--- config.mk ---
export PLATFORM = sky130hd
export DESIGN_NAME = pot_to_midi_cc_conditioner
export DESIGN_NICKNAME = d
export VERILOG_FILES = /design/src/rtl/ptmc_pkg.sv /design/src/rtl/ptmc_div.sv /design/src/rtl/ptmc_core.sv /design/src/rtl/pot_to_midi_cc_conditioner.sv
export VERILOG_INCLUDE_DIRS = /design/src /design/src/rtl
export SDC_FILE = /design/constraint.sdc
export NUM_CORES = 1
export LEC_CHECK = 0
export ABC_AREA = 0
export BUFFER_PORTS_ARGS = -buffer_cell sky130_fd_sc_hd__buf_2
export CAP_MARGIN = 5
export CORE_ASPECT_RATIO = 0.7
export CORE_UTILIZATION = 55
export CTS_CLUSTER_SIZE = 28
export DETAILED_ROUTE_END_ITERATION = 10
export MAX_ROUTING_LAYER = met4
export PLACE_DENSITY = 0.75
export SLEW_MARGIN = 20
export SYNTH_ARGS = -nofsm -noshare
export SYNTH_HDL_FRONTEND = slang
export SYNTH_SLANG_ARGS = --single-unit
--- constraint.sdc ---
create_clock -name aclk -period 5.3 [get_ports aclk]
set_input_delay 1.06 -clock aclk [delete_from_list [all_inputs] [get_ports aclk]]
set_output_delay 1.06 -clock aclk [all_outputs]
set_load 0.03 [all_outputs]
--- src/rtl/pot_to_midi_cc_conditioner_macros.svh ---
// Assertion macros for the potentiometer to MIDI CC conditioner.
// Included by the top level; needs a clock named aclk and a reset named aresetn.
`ifndef POT_TO_MIDI_CC_CONDITIONER_MACROS_SVH
`define POT_TO_MIDI_CC_CONDITIONER_MACROS_SVH

// Consequent must hold in the same cycle as the antecedent
`define PTMC_ASSERT_NOW(lbl, ante, cons) \
    lbl: assert property (@(posedge aclk) disable iff (!aresetn) (ante) |-> (cons)) \
        else $error("ptmc assertion failed (same cycle)");

// Consequent must hold in the cycle after the antecedent
`define PTMC_ASSERT_NEXT(lbl, ante, cons) \
    lbl: assert property (@(posedge aclk) disable iff (!aresetn) (ante) |=> (cons)) \
        else $error("ptmc assertion failed (next cycle)");

`endif

--- src/rtl/ptmc_pkg.sv ---
// Shared constants, types and register codes of the pot to MIDI CC conditioner.
// No dependencies; used by ptmc_div, ptmc_core and the top level.
`default_nettype none

package ptmc_pkg;

    // Build options
    localparam bit EXTERNAL_ADC = 1'b0;
    localparam int EXT_RAW_MAX  = 32767;
    localparam int HOLD_TICKS   = 300;
    localparam int SCALED_FULL  = 4096;

    // Field widths
    localparam int SAMPLE_W = 16;
    localparam int RAW_W    = 13;
    localparam int CC_W     = 7;
    localparam int CHAN_W   = 5;
    localparam int CCNUM_W  = 8;
    localparam int IDX_W    = 3;
    localparam int CFG_W    = 13;
    localparam int IDLE_W   = $clog2(HOLD_TICKS + 1);

    // Divider sizing: external scaling and CC mapping share one unit
    localparam int EXT_W       = $clog2(EXT_RAW_MAX + 1);
    localparam int SCALE_SHIFT = $clog2(SCALED_FULL);
    localparam int SCALE_NUM_W = EXT_W + SCALE_SHIFT;
    localparam int MAP_NUM_W   = RAW_W + CC_W;
    localparam int DIV_W       = (SCALE_NUM_W > MAP_NUM_W) ? SCALE_NUM_W : MAP_NUM_W;
    localparam int DEN_W       = (EXT_W > RAW_W) ? EXT_W : RAW_W;
    localparam int CNT_W       = $clog2(DIV_W + 1);

    localparam logic [IDLE_W-1:0]          HOLD_C     = IDLE_W'(HOLD_TICKS);
    localparam logic signed [SAMPLE_W-1:0] NOT_READY  = -16'sd255;
    localparam logic signed [SAMPLE_W-1:0] EXT_MAX_S  = SAMPLE_W'(EXT_RAW_MAX);
    localparam logic [CC_W-1:0]            CC_TOP     = '1;

    // Command codes carried in s_tuser
    localparam logic CMD_TICK   = 1'b0;
    localparam logic CMD_SAMPLE = 1'b1;

    // Configuration register indexes
    typedef enum logic [IDX_W-1:0] {
        REG_ENABLED    = 3'd0,
        REG_ANALOG_MIN = 3'd1,
        REG_ANALOG_MAX = 3'd2,
        REG_CC_MIN     = 3'd3,
        REG_CC_MAX     = 3'd4,
        REG_MOVE_THR   = 3'd5,
        REG_CHANNEL    = 3'd6,
        REG_CC_NUMBER  = 3'd7
    } reg_idx_t;

    typedef struct packed {
        logic                enabled;
        logic [RAW_W-1:0]    analog_min;
        logic [RAW_W-1:0]    analog_max;
        logic [CC_W-1:0]     cc_min;
        logic [CC_W-1:0]     cc_max;
        logic [CC_W-1:0]     move_threshold;
        logic [CHAN_W-1:0]   midi_channel;
        logic [CCNUM_W-1:0]  controller_number;
    } cfg_t;

    // Divider control
    typedef struct packed {
        logic             start;
        logic [CNT_W-1:0] steps;
    } div_req_t;

    typedef struct packed {
        logic done;
    } div_rsp_t;

    // Core status toward the top level
    typedef struct packed {
        logic              ready;
        logic              emit;
        logic [CC_W-1:0]   cc_value;
        logic [IDLE_W-1:0] idle_ticks;
    } core_stat_t;

endpackage

`default_nettype wire

--- src/rtl/ptmc_div.sv ---
// Restoring serial divider: one quotient bit per cycle on unsigned operands.
// Depends on ptmc_pkg for widths and the request/response structs.
`default_nettype none

module ptmc_div (
    input  wire logic                         aclk,
    input  wire logic                         aresetn,
    input  wire ptmc_pkg::div_req_t           req,
    input  wire logic [ptmc_pkg::DIV_W-1:0]   dividend,  // top-aligned to req.steps bits
    input  wire logic [ptmc_pkg::DEN_W-1:0]   divisor,
    output ptmc_pkg::div_rsp_t                rsp,
    output logic [ptmc_pkg::DIV_W-1:0]        quotient
);

    logic                          busy_reg;
    logic                          done_reg;
    logic [ptmc_pkg::CNT_W-1:0]    cnt_reg;
    logic [ptmc_pkg::DEN_W-1:0]    rem_reg;
    logic [ptmc_pkg::DIV_W-1:0]    q_reg;
    logic [ptmc_pkg::DEN_W-1:0]    den_reg;

    logic [ptmc_pkg::DEN_W:0]      trial;
    logic [ptmc_pkg::DEN_W:0]      trial_sub;
    logic                          ge;

    // One restoring step: bring in the next dividend bit, subtract if it fits
    always_comb begin
        trial     = {rem_reg, q_reg[ptmc_pkg::DIV_W-1]};
        ge        = (trial >= {1'b0, den_reg});
        trial_sub = trial - {1'b0, den_reg};
    end

    // Control
    always_ff @(posedge aclk) begin
        if (!aresetn) begin
            busy_reg <= 1'b0;
            done_reg <= 1'b0;
            cnt_reg  <= '0;
        end else begin
            done_reg <= 1'b0;
            if (req.start) begin
                busy_reg <= 1'b1;
                cnt_reg  <= req.steps;
            end else if (busy_reg) begin
                cnt_reg <= cnt_reg - ptmc_pkg::CNT_W'(1);
                if (cnt_reg == ptmc_pkg::CNT_W'(1)) begin
                    busy_reg <= 1'b0;
                    done_reg <= 1'b1;
                end
            end
        end
    end

    // Datapath: quotient bits shift in from the bottom as dividend bits leave the top
    always_ff @(posedge aclk) begin
        if (req.start) begin
            rem_reg <= '0;
            q_reg   <= dividend;
            den_reg <= divisor;
        end else if (busy_reg) begin
            rem_reg <= ge ? trial_sub[ptmc_pkg::DEN_W-1:0] : trial[ptmc_pkg::DEN_W-1:0];
            q_reg   <= {q_reg[ptmc_pkg::DIV_W-2:0], ge};
        end
    end

    assign rsp.done = done_reg;
    assign quotient = q_reg;

endmodule

`default_nettype wire

--- src/rtl/ptmc_core.sv ---
// Sequencer and state of the conditioner: window clamp, CC mapping, movement
// detection and hold timeout. Depends on ptmc_pkg; drives one ptmc_div.
`default_nettype none

module ptmc_core (
    input  wire logic                           aclk,
    input  wire logic                           aresetn,
    input  wire ptmc_pkg::cfg_t                 cfg,
    input  wire logic                           in_valid,
    input  wire logic                           in_command,
    input  wire logic signed [ptmc_pkg::SAMPLE_W-1:0] in_sample,
    input  wire logic                           out_free,
    input  wire ptmc_pkg::div_rsp_t             div_rsp,
    input  wire logic [ptmc_pkg::DIV_W-1:0]     div_quotient,
    output ptmc_pkg::div_req_t                  div_req,
    output logic [ptmc_pkg::DIV_W-1:0]          div_dividend,
    output logic [ptmc_pkg::DEN_W-1:0]          div_divisor,
    output ptmc_pkg::core_stat_t                stat
);

    typedef enum logic [2:0] {
        ST_IDLE,
        ST_SCALE,
        ST_CLAMP,
        ST_MAP,
        ST_MUL,
        ST_DIV,
        ST_DECIDE
    } state_t;

    state_t                                   state_reg;
    logic signed [ptmc_pkg::SAMPLE_W-1:0]     pre_reg;
    logic [ptmc_pkg::RAW_W-1:0]               x_reg;
    logic [ptmc_pkg::RAW_W-1:0]               dx_mag_reg;
    logic [ptmc_pkg::RAW_W-1:0]               dn_mag_reg;
    logic [ptmc_pkg::CC_W-1:0]                dc_mag_reg;
    logic                                     neg_reg;
    logic [ptmc_pkg::CC_W-1:0]                cc_reg;
    logic [ptmc_pkg::RAW_W-1:0]               last_raw_reg;
    logic [ptmc_pkg::CC_W-1:0]                last_cc_reg;
    logic [ptmc_pkg::IDLE_W-1:0]              idle_reg;

    logic                                     accept;
    logic                                     not_ready;
    logic [ptmc_pkg::EXT_W-1:0]               ext_clamped;
    logic signed [ptmc_pkg::SAMPLE_W-1:0]     amin_s;
    logic signed [ptmc_pkg::SAMPLE_W-1:0]     amax_s;
    logic [ptmc_pkg::RAW_W-1:0]               x_clamped;
    logic signed [ptmc_pkg::RAW_W:0]          dx;
    logic signed [ptmc_pkg::RAW_W:0]          dn;
    logic signed [ptmc_pkg::CC_W:0]           dc;
    logic [ptmc_pkg::MAP_NUM_W-1:0]           product;
    logic [ptmc_pkg::MAP_NUM_W-1:0]           q_map;
    logic [ptmc_pkg::MAP_NUM_W:0]             q_sum;
    logic [ptmc_pkg::CC_W-1:0]                cc_mapped;
    logic [ptmc_pkg::CC_W-1:0]                cc_diff;
    logic                                     moved;
    logic [ptmc_pkg::IDLE_W-1:0]              idle_eff;
    logic                                     send;

    assign accept = in_valid && (state_reg == ST_IDLE);

    // Sample conditioning terms
    always_comb begin
        not_ready = (in_sample == ptmc_pkg::NOT_READY);
        if (in_sample < 0) begin
            ext_clamped = '0;
        end else if (in_sample > ptmc_pkg::EXT_MAX_S) begin
            ext_clamped = ptmc_pkg::EXT_W'(ptmc_pkg::EXT_RAW_MAX);
        end else begin
            ext_clamped = in_sample[ptmc_pkg::EXT_W-1:0];
        end
        amin_s = {{(ptmc_pkg::SAMPLE_W-ptmc_pkg::RAW_W){1'b0}}, cfg.analog_min};
        amax_s = {{(ptmc_pkg::SAMPLE_W-ptmc_pkg::RAW_W){1'b0}}, cfg.analog_max};
        if (pre_reg < amin_s) begin
            x_clamped = cfg.analog_min;
        end else if (pre_reg > amax_s) begin
            x_clamped = cfg.analog_max;
        end else begin
            x_clamped = pre_reg[ptmc_pkg::RAW_W-1:0];
        end
    end

    // Signed differences of the linear map, split into magnitude and sign
    always_comb begin
        dx = $signed({1'b0, x_reg}) - $signed({1'b0, cfg.analog_min});
        dn = $signed({1'b0, cfg.analog_max}) - $signed({1'b0, cfg.analog_min});
        dc = $signed({1'b0, cfg.cc_max}) - $signed({1'b0, cfg.cc_min});
        product = ptmc_pkg::MAP_NUM_W'(dx_mag_reg) * ptmc_pkg::MAP_NUM_W'(dc_mag_reg);
    end

    // Apply sign to the quotient, add cc_min, saturate to 0..127
    always_comb begin
        q_map = div_quotient[ptmc_pkg::MAP_NUM_W-1:0];
        q_sum = {1'b0, q_map} + (ptmc_pkg::MAP_NUM_W+1)'(cfg.cc_min);
        if (neg_reg) begin
            if (q_map > ptmc_pkg::MAP_NUM_W'(cfg.cc_min)) begin
                cc_mapped = '0;
            end else begin
                cc_mapped = cfg.cc_min - q_map[ptmc_pkg::CC_W-1:0];
            end
        end else begin
            if (q_sum > (ptmc_pkg::MAP_NUM_W+1)'(ptmc_pkg::CC_TOP)) begin
                cc_mapped = ptmc_pkg::CC_TOP;
            end else begin
                cc_mapped = q_sum[ptmc_pkg::CC_W-1:0];
            end
        end
    end

    // Movement and hold decision
    always_comb begin
        cc_diff  = (cc_reg > last_cc_reg) ? cc_reg - last_cc_reg : last_cc_reg - cc_reg;
        moved    = (cc_diff > cfg.move_threshold);
        idle_eff = moved ? '0 : idle_reg;
        send     = (idle_eff < ptmc_pkg::HOLD_C);
    end

    // Divider requests: external scaling from idle, CC mapping from the multiply step
    always_comb begin
        div_req.start = 1'b0;
        div_req.steps = ptmc_pkg::CNT_W'(ptmc_pkg::MAP_NUM_W);
        div_dividend  = ptmc_pkg::DIV_W'(product) << (ptmc_pkg::DIV_W - ptmc_pkg::MAP_NUM_W);
        div_divisor   = ptmc_pkg::DEN_W'(dn_mag_reg);
        if (state_reg == ST_IDLE) begin
            div_req.start = ptmc_pkg::EXTERNAL_ADC && accept
                            && (in_command == ptmc_pkg::CMD_SAMPLE) && cfg.enabled
                            && !not_ready;
            div_req.steps = ptmc_pkg::CNT_W'(ptmc_pkg::SCALE_NUM_W);
            div_dividend  = ptmc_pkg::DIV_W'(ext_clamped)
                            << (ptmc_pkg::SCALE_SHIFT + ptmc_pkg::DIV_W - ptmc_pkg::SCALE_NUM_W);
            div_divisor   = ptmc_pkg::DEN_W'(ptmc_pkg::EXT_RAW_MAX);
        end else if (state_reg == ST_MUL) begin
            div_req.start = 1'b1;
        end
    end

    // Sequencer and registered state
    always_ff @(posedge aclk) begin
        if (!aresetn) begin
            state_reg    <= ST_IDLE;
            last_raw_reg <= '0;
            last_cc_reg  <= '0;
            idle_reg     <= ptmc_pkg::HOLD_C;
        end else begin
            unique case (state_reg)
                ST_IDLE: begin
                    if (accept) begin
                        if (in_command == ptmc_pkg::CMD_TICK) begin
                            if (idle_reg < ptmc_pkg::HOLD_C) begin
                                idle_reg <= idle_reg + ptmc_pkg::IDLE_W'(1);
                            end
                        end else if (cfg.enabled) begin
                            if (ptmc_pkg::EXTERNAL_ADC) begin
                                if (not_ready) begin
                                    // reuse last sent raw value, no window clamp
                                    x_reg     <= last_raw_reg;
                                    state_reg <= ST_MAP;
                                end else begin
                                    state_reg <= ST_SCALE;
                                end
                            end else begin
                                pre_reg   <= in_sample;
                                state_reg <= ST_CLAMP;
                            end
                        end
                    end
                end
                ST_SCALE: begin
                    if (div_rsp.done) begin
                        pre_reg   <= {{(ptmc_pkg::SAMPLE_W-ptmc_pkg::RAW_W){1'b0}},
                                      div_quotient[ptmc_pkg::RAW_W-1:0]};
                        state_reg <= ST_CLAMP;
                    end
                end
                ST_CLAMP: begin
                    x_reg     <= x_clamped;
                    state_reg <= ST_MAP;
                end
                ST_MAP: begin
                    dx_mag_reg <= dx[ptmc_pkg::RAW_W] ? ptmc_pkg::RAW_W'(-dx)
                                                      : dx[ptmc_pkg::RAW_W-1:0];
                    dn_mag_reg <= dn[ptmc_pkg::RAW_W] ? ptmc_pkg::RAW_W'(-dn)
                                                      : dn[ptmc_pkg::RAW_W-1:0];
                    dc_mag_reg <= dc[ptmc_pkg::CC_W] ? ptmc_pkg::CC_W'(-dc)
                                                     : dc[ptmc_pkg::CC_W-1:0];
                    neg_reg    <= dx[ptmc_pkg::RAW_W] ^ dn[ptmc_pkg::RAW_W] ^ dc[ptmc_pkg::CC_W];
                    if (cfg.analog_min == cfg.analog_max) begin
                        // degenerate window maps to cc_min
                        cc_reg    <= cfg.cc_min;
                        state_reg <= ST_DECIDE;
                    end else begin
                        state_reg <= ST_MUL;
                    end
                end
                ST_MUL: begin
                    state_reg <= ST_DIV;
                end
                ST_DIV: begin
                    if (div_rsp.done) begin
                        cc_reg    <= cc_mapped;
                        state_reg <= ST_DECIDE;
                    end
                end
                ST_DECIDE: begin
                    if (!send) begin
                        state_reg <= ST_IDLE;
                    end else if (out_free) begin
                        last_raw_reg <= x_reg;
                        last_cc_reg  <= cc_reg;
                        idle_reg     <= idle_eff;
                        state_reg    <= ST_IDLE;
                    end
                end
                default: begin
                    state_reg <= ST_IDLE;
                end
            endcase
        end
    end

    assign stat.ready      = (state_reg == ST_IDLE);
    assign stat.emit       = (state_reg == ST_DECIDE) && send && out_free;
    assign stat.cc_value   = cc_reg;
    assign stat.idle_ticks = idle_reg;

endmodule

`default_nettype wire

--- src/rtl/pot_to_midi_cc_conditioner.sv ---
// Potentiometer to MIDI control-change conditioner, top level.
// Uses ptmc_pkg, ptmc_core, ptmc_div and pot_to_midi_cc_conditioner_macros.svh.
//
// Input stream: s_tuser is the command (0 = 1 ms tick, 1 = sample), s_tdata[15:0]
// the signed converter sample. Output stream: one control-change transfer per
// sample that passes the hold timeout, m_tdata = {pad, cc_value, cc_number,
// channel}. Config: cfg_wr_en/cfg_index/cfg_wdata write one register per
// cycle; write only while the block is idle.
//
// A tick leaves s_tready high. A sample holds s_tready low until it is done: it
// passes the clamp, map, multiply, divide and decide states before m_tvalid (equal
// analog bounds skip multiply and divide), and the serial divider produces one
// quotient bit per cycle for the 20-bit CC map. External-converter builds add
// a scaling division first; a not-ready sample skips that division and the clamp.
//
// Reset (aresetn low, synchronous) restores the register defaults, clears the
// last-sent values and saturates the idle counter, so no message goes out
// until the pot moves. The output register keeps one result; while the
// receiver stalls, the next item is still taken, and a following result
// waits inside the core until the output register frees up.
`default_nettype none

`include "pot_to_midi_cc_conditioner_macros.svh"

module pot_to_midi_cc_conditioner (
    input  wire logic                          aclk,
    input  wire logic                          aresetn,
    // Input stream
    input  wire logic                          s_tvalid,
    output logic                               s_tready,
    input  wire logic [15:0]                   s_tdata,   // [15:0] sample
    input  wire logic                          s_tuser,   // [0] command
    // Result stream
    output logic                               m_tvalid,
    input  wire logic                          m_tready,
    output logic [23:0]                        m_tdata,   // [4:0] channel, [12:5] cc_number,
                                                          // [19:13] cc_value, [23:20] zero
    // Configuration writes
    input  wire logic                          cfg_wr_en,
    input  wire logic [ptmc_pkg::IDX_W-1:0]    cfg_index,
    input  wire logic [ptmc_pkg::CFG_W-1:0]    cfg_wdata
);

    ptmc_pkg::cfg_t                  cfg_reg;
    logic                            m_valid_reg;
    logic [ptmc_pkg::CHAN_W-1:0]     m_chan_reg;
    logic [ptmc_pkg::CCNUM_W-1:0]    m_num_reg;
    logic [ptmc_pkg::CC_W-1:0]       m_cc_reg;

    ptmc_pkg::core_stat_t            stat;
    ptmc_pkg::div_req_t              div_req;
    ptmc_pkg::div_rsp_t              div_rsp;
    logic [ptmc_pkg::DIV_W-1:0]      div_dividend;
    logic [ptmc_pkg::DEN_W-1:0]      div_divisor;
    logic [ptmc_pkg::DIV_W-1:0]      div_quotient;
    logic                            out_free;

    logic                            tick_xfer;
    logic                            smp_xfer;
    logic [ptmc_pkg::IDLE_W-1:0]     idle_inc;

    // Configuration registers
    always_ff @(posedge aclk) begin
        if (!aresetn) begin
            cfg_reg.enabled           <= 1'b1;
            cfg_reg.analog_min        <= '0;
            cfg_reg.analog_max        <= ptmc_pkg::RAW_W'(ptmc_pkg::SCALED_FULL);
            cfg_reg.cc_min            <= '0;
            cfg_reg.cc_max            <= ptmc_pkg::CC_TOP;
            cfg_reg.move_threshold    <= ptmc_pkg::CC_W'(1);
            cfg_reg.midi_channel      <= ptmc_pkg::CHAN_W'(1);
            cfg_reg.controller_number <= '1;
        end else if (cfg_wr_en) begin
            unique case (ptmc_pkg::reg_idx_t'(cfg_index))
                ptmc_pkg::REG_ENABLED:    cfg_reg.enabled <= cfg_wdata[0];
                ptmc_pkg::REG_ANALOG_MIN: cfg_reg.analog_min <= cfg_wdata;
                ptmc_pkg::REG_ANALOG_MAX: cfg_reg.analog_max <= cfg_wdata;
                ptmc_pkg::REG_CC_MIN:     cfg_reg.cc_min <= cfg_wdata[ptmc_pkg::CC_W-1:0];
                ptmc_pkg::REG_CC_MAX:     cfg_reg.cc_max <= cfg_wdata[ptmc_pkg::CC_W-1:0];
                ptmc_pkg::REG_MOVE_THR: begin
                    cfg_reg.move_threshold <= cfg_wdata[ptmc_pkg::CC_W-1:0];
                end
                ptmc_pkg::REG_CHANNEL: begin
                    cfg_reg.midi_channel <= cfg_wdata[ptmc_pkg::CHAN_W-1:0];
                end
                ptmc_pkg::REG_CC_NUMBER: begin
                    cfg_reg.controller_number <= cfg_wdata[ptmc_pkg::CCNUM_W-1:0];
                end
                default: ;
            endcase
        end
    end

    assign out_free = !m_valid_reg || m_tready;

    ptmc_core u_core (
        .aclk         (aclk),
        .aresetn      (aresetn),
        .cfg          (cfg_reg),
        .in_valid     (s_tvalid),
        .in_command   (s_tuser),
        .in_sample    (s_tdata),
        .out_free     (out_free),
        .div_rsp      (div_rsp),
        .div_quotient (div_quotient),
        .div_req      (div_req),
        .div_dividend (div_dividend),
        .div_divisor  (div_divisor),
        .stat         (stat)
    );

    ptmc_div u_div (
        .aclk     (aclk),
        .aresetn  (aresetn),
        .req      (div_req),
        .dividend (div_dividend),
        .divisor  (div_divisor),
        .rsp      (div_rsp),
        .quotient (div_quotient)
    );

    // Output register
    always_ff @(posedge aclk) begin
        if (!aresetn) begin
            m_valid_reg <= 1'b0;
        end else if (stat.emit) begin
            m_valid_reg <= 1'b1;
        end else if (m_tready) begin
            m_valid_reg <= 1'b0;
        end
    end

    always_ff @(posedge aclk) begin
        if (stat.emit) begin
            m_chan_reg <= cfg_reg.midi_channel;
            m_num_reg  <= cfg_reg.controller_number;
            m_cc_reg   <= stat.cc_value;
        end
    end

    assign s_tready = stat.ready;
    assign m_tvalid = m_valid_reg;
    assign m_tdata  = {4'b0000, m_cc_reg, m_num_reg, m_chan_reg};

    // Terms for the checks
    assign tick_xfer = s_tvalid && s_tready && (s_tuser == ptmc_pkg::CMD_TICK)
                       && (stat.idle_ticks < ptmc_pkg::HOLD_C);
    assign smp_xfer  = s_tvalid && s_tready && (s_tuser == ptmc_pkg::CMD_SAMPLE)
                       && cfg_reg.enabled;
    assign idle_inc  = stat.idle_ticks + ptmc_pkg::IDLE_W'(1);

    // Checks
    `PTMC_ASSERT_NEXT(a_tick_counts, tick_xfer, stat.idle_ticks == $past(idle_inc))
    `PTMC_ASSERT_NEXT(a_sample_busy, smp_xfer, !s_tready)
    `PTMC_ASSERT_NEXT(a_emit_shows, stat.emit, m_tvalid && (m_tdata[19:13] == $past(stat.cc_value)))
    `PTMC_ASSERT_NOW(a_emit_room, stat.emit, !s_tready)

endmodule

`default_nettype wire

==> summary.txt <==
GRT
  – Largest net degree at the start of global routing: 59
  – First-pass GRT wire length: 66.2 mm
  – Initial antenna violation count: 2
  – GR Util All Layers: 27.2%
  – Vias in the first global route: 12,399
  – Total grt overflow: 0

Clock tree
  – CTS HTree Levels: 1
  – Clk sink count: 234
  – Num CTS Buffers: 25
  – Clk_lat worst skew: 0.55 ns
  – Clock Pin Slew Worst Setup and Hold Paths: 0.07 ns
  – CTS tree: yes
  – Post-CTS Hold Fix Bufs: 0
  – Bufs on Longest Clock Path: 3
  – CTS Root Cell: clkbuf_16

Place
  – Port Buffers: 59
  – DP HPWL: 31.1 mm
  – RD Place Congestion: 0.908

Cells and area
  – Area delta synth->final: 9.38%
  – Fill cell count: 2,560
  – Register area: 0.00600 sq mm
  – Multi-input logic area: 0.0102 sq mm
  – Largest register FFs: 61
  – Layout cells sized above 1: 9.51%
  – Final net count: 2,142
  – Core Util, Final: 61.6%

Worst hold path
  – Hold depth: 0
  – HP Class: register to register
  – Hold EP: m_chan_reg[4]$_DFFE_PP_
  – Hold_sp: cfg_reg[12]$_SDFFE_PN0P_

Die
  – Die footprint: 0.0317 sq mm
  – Die width: 212 um
  – Initial Utilization: 56.4%
  – Die height: 149 um
  – Row count: 53
  – Io pins: 64
  – Placeable core area: 0.0302 sq mm

Timing
  – Achievable Freq: 198 MHz
  – Final setup vio count: 0
  – Final worst path period need: 5.04 ns
  – Final Hold Vio Count: 0
  – Slew Limit Fails: 0
  – Slew headroom: 25.8%
  – Setup_tns: 0 ns
  – Fin Clk Skew: 0.0241 ns
  – Final period util: 95.1%
  – Worst Max-Slew Pin Slew: 1.11 ns

Synth
  – Syn avg cell area: 9.34 sq um
  – Yosys reg bits: 234
  – FFs w/ async S/R, synth: 0%
  – Post-synth EDFFs: 131
  – Mapped Cells: 1,824
  – Seq/Total Area, Yosys: 35.2%
  – Library cells used by synthesis: 83
  – Synth warn: 0
  – Synthesized area: 0.0170 sq mm
  – Prevailing post-synth register cell: edfxtp_1

Power
  – Clock network power share: 25.6%
  – Switch Pwr: 2.42 mW
  – Leakage: 7.95 nW
  – Pwr dens: 355 mW/mm^2
  – Maximum vdd drop: 0.000290 V
  – Sequential Power Share: 35.7%
  – Internal power: 4.20 mW
  – Sw frac: 36.5%
  – Comb power frac: 38.7%

Critical path
  – Crit-path slowest cell: fa_1
  – Worst r2r dst: u_div.quotient[22]$_DFFE_PP_
  – CP Class: register to register
  – Crit path launch: u_core.dx_mag_reg[4]$_DFFE_PP_
  – Critical-path cell list: buf_4 > and2_1 > fa_1 > fa_1 > fa_1 > inv_1 > fa_1 > inv_1 > ha_1 > or3_1 > a211oi_2 > nor3_1 > or3_1 > a21oi_1 > xor2_1 > o21ai_1
  – Worst R2R Start: u_core.dx_mag_reg[4]$_DFFE_PP_
  – Crit path launch type: register
  – Maximum fanout along the worst path: 6
  – Worst reg-to-reg setup slack: 0.26 ns
  – Setup crit end kind: register
  – Crit path arrival time: 5.31 ns
  – Reg2reg path depth: 16
  – Most common cell on crit path: fa_1
  – CP peak stage delay: 0.54 ns
  – Worst EP required: 5.58 ns

Drt
  – Final WL: 41.1 mm
  – Post-DR vias/cell: 5.71
  – Vias: 13,215
  – Detail Route Antenna Nets: 0
  – DRC violation count after routing: 0
  – Drt wl/cell: 17.7 um
  – DRT Pass-1 Iters: 7
  – Initial DRC Count: 1,176

Status
  – Status: completed

Flow run
  – Max-cap violations: 0
==> metal layers <==
metal	vias to the layer above	share of wire, %	global-route usage, %
li1	6416	-	-
met1	6304	49	40.5
met2	440	42	38.9
met3	55	7.5	4.17
met4	0	1.8	5.47
met5	-	0	-
==> kinds of logic after synthesis <==
| logic type | after synthesis | synth area share [%] |
|---|---|---|
| simple gates | 617 | 18.0 |
| compound gates | 352 | 13.5 |
| buf+inv | 239 | 5.41 |
| flops | 234 | 35.2 |
| fa+ha+maj | 220 | 18.9 |
| xor+xnor | 88 | 4.57 |
| mux | 73 | 4.41 |
| other cells | 1 | 0.0220 |
==> power groups by stage <==
stage	registers, mW	logic, mW	clock network (mW)
2_1_floorplan	2.31	1.97	0
3_3_place_gp	2.39	2.43	0
4_1_cts	2.36	2.52	1.72
5_1_grt	2.38	2.86	1.80
3_5_place_dp	2.40	2.50	0
6_report	2.36	2.56	1.70
==> worst max-delay path by stage <==
| stage | slack [ns] | cells after the start | end |
|---|---|---|---|
| after detailed placement | 0.16 | 16 | u_div.quotient[22]$_DFFE_PP_ |
| after global routing | -0.004 | 16 | u_div.quotient[22]$_DFFE_PP_ |
| final | 0.26 | 16 | u_div.quotient[22]$_DFFE_PP_ |
| after CTS | 0.15 | 16 | u_div.quotient[22]$_DFFE_PP_ |
| after global placement | 0.26 | 17 | u_div.quotient[22]$_DFFE_PP_ |
| after floorplan | 0.47 | 16 | u_div.quotient[22]$_DFFE_PP_ |
==> metrics by stage <==
stage	worst slack, ns	area (sq um)	power [mW]	hold slack [ns]	std cells
after CTS	0.152	18500	6.60	0.427	2297
after floorplan	0.475	17100	4.28	0.408	1827
after detailed placement	0.155	17700	4.89	0.419	2251
after global placement	0.263	17700	4.82	0.412	2251
after global routing	-0.00352	18600	7.04	0.431	2316
final	0.262	18600	6.62	0.432	2316
==> layout make-up <==
class / instances / area share, %
antenna: 1 / 0.0134
clock buffer: 36 / 3.80
clock inverter: 10 / 0.363
inverter: 181 / 3.65
multi-input combinational: 1354 / 54.5
sequential: 234 / 32.2
tap: 412 / 2.77
timing repair buffer: 88 / 2.74
==> worst max-delay path: cells and delay by family (launching register included) <==
family | cells | cell delay (ns)
fa+ha+maj | 5 | 2.28
simple gates | 4 | 1.06
compound gates | 3 | 0.51
flops | 1 | 0.47
buf+inv | 3 | 0.27
xor+xnor | 1 | 0.16
==> cells in the mapped netlist, types with 4 or more instances <==
master	number	area [sq um]
a211oi_1	9	67.6
a21boi_0	39	293
a21o_1	31	233
a21oi_1	90	450
a311oi_1	5	43.8
a31oi_1	10	62.6
and2_1	73	457
and3_1	15	93.8
and4_1	6	52.6
buf_2	5	25.0
buf_4	5	37.5
clkbuf_1	48	180
dfxtp_1	103	2060
edfxtp_1	131	3930
fa_1	62	1240
ha_1	158	1980
inv_1	178	668
mux2_2	17	191
mux2i_1	56	561
nand2_1	220	826
nand2b_1	19	119
nand3_1	53	265
nand3b_1	6	45.0
nand4_1	11	68.8
nor2_1	81	304
nor2b_1	45	282
nor3_1	37	185
nor3b_1	4	30.0
nor4_1	7	43.8
o211ai_1	9	67.6
o21a_1	12	90.1
o21ai_0	63	315
o21ai_1	15	75.1
o21bai_1	9	67.6
o22ai_1	4	25.0
o31ai_1	9	67.6
or2_2	17	106
or3_1	7	43.8
xnor2_1	55	482
xor2_1	32	280
==> placed cells by master (no fill, tap or decap), types with 8 or more instances in the layout <==
cell / count
clkbuf_1: 8
buf_2: 60
a21oi_1: 90
a21boi_0: 38
nand3_1: 53
o21a_1: 12
o21ai_1: 15
and2_1: 73
nand4_1: 11
xnor2_1: 55
nor2b_1: 45
o21ai_0: 63
nand2_1: 220
nor2_1: 80
clkbuf_16: 26
o21bai_1: 9
ha_1: 158
o31ai_1: 9
nand2b_1: 19
mux2_2: 17
nor3_1: 36
and3_1: 15
buf_4: 28
a211oi_1: 8
xor2_1: 32
edfxtp_1: 131
mux2i_1: 56
inv_1: 178
fa_1: 62
a31oi_1: 10
or2_2: 17
a21o_1: 31
dfxtp_1: 102
o211ai_1: 9
==> repair_timing <==
item / in CTS / in global routing
resized for setup: 0 / 1
setup buffers: 0 / 18
endpoints found under the setup margin: 0 / 5
Note: power is estimated with default switching activity, not from simulation.
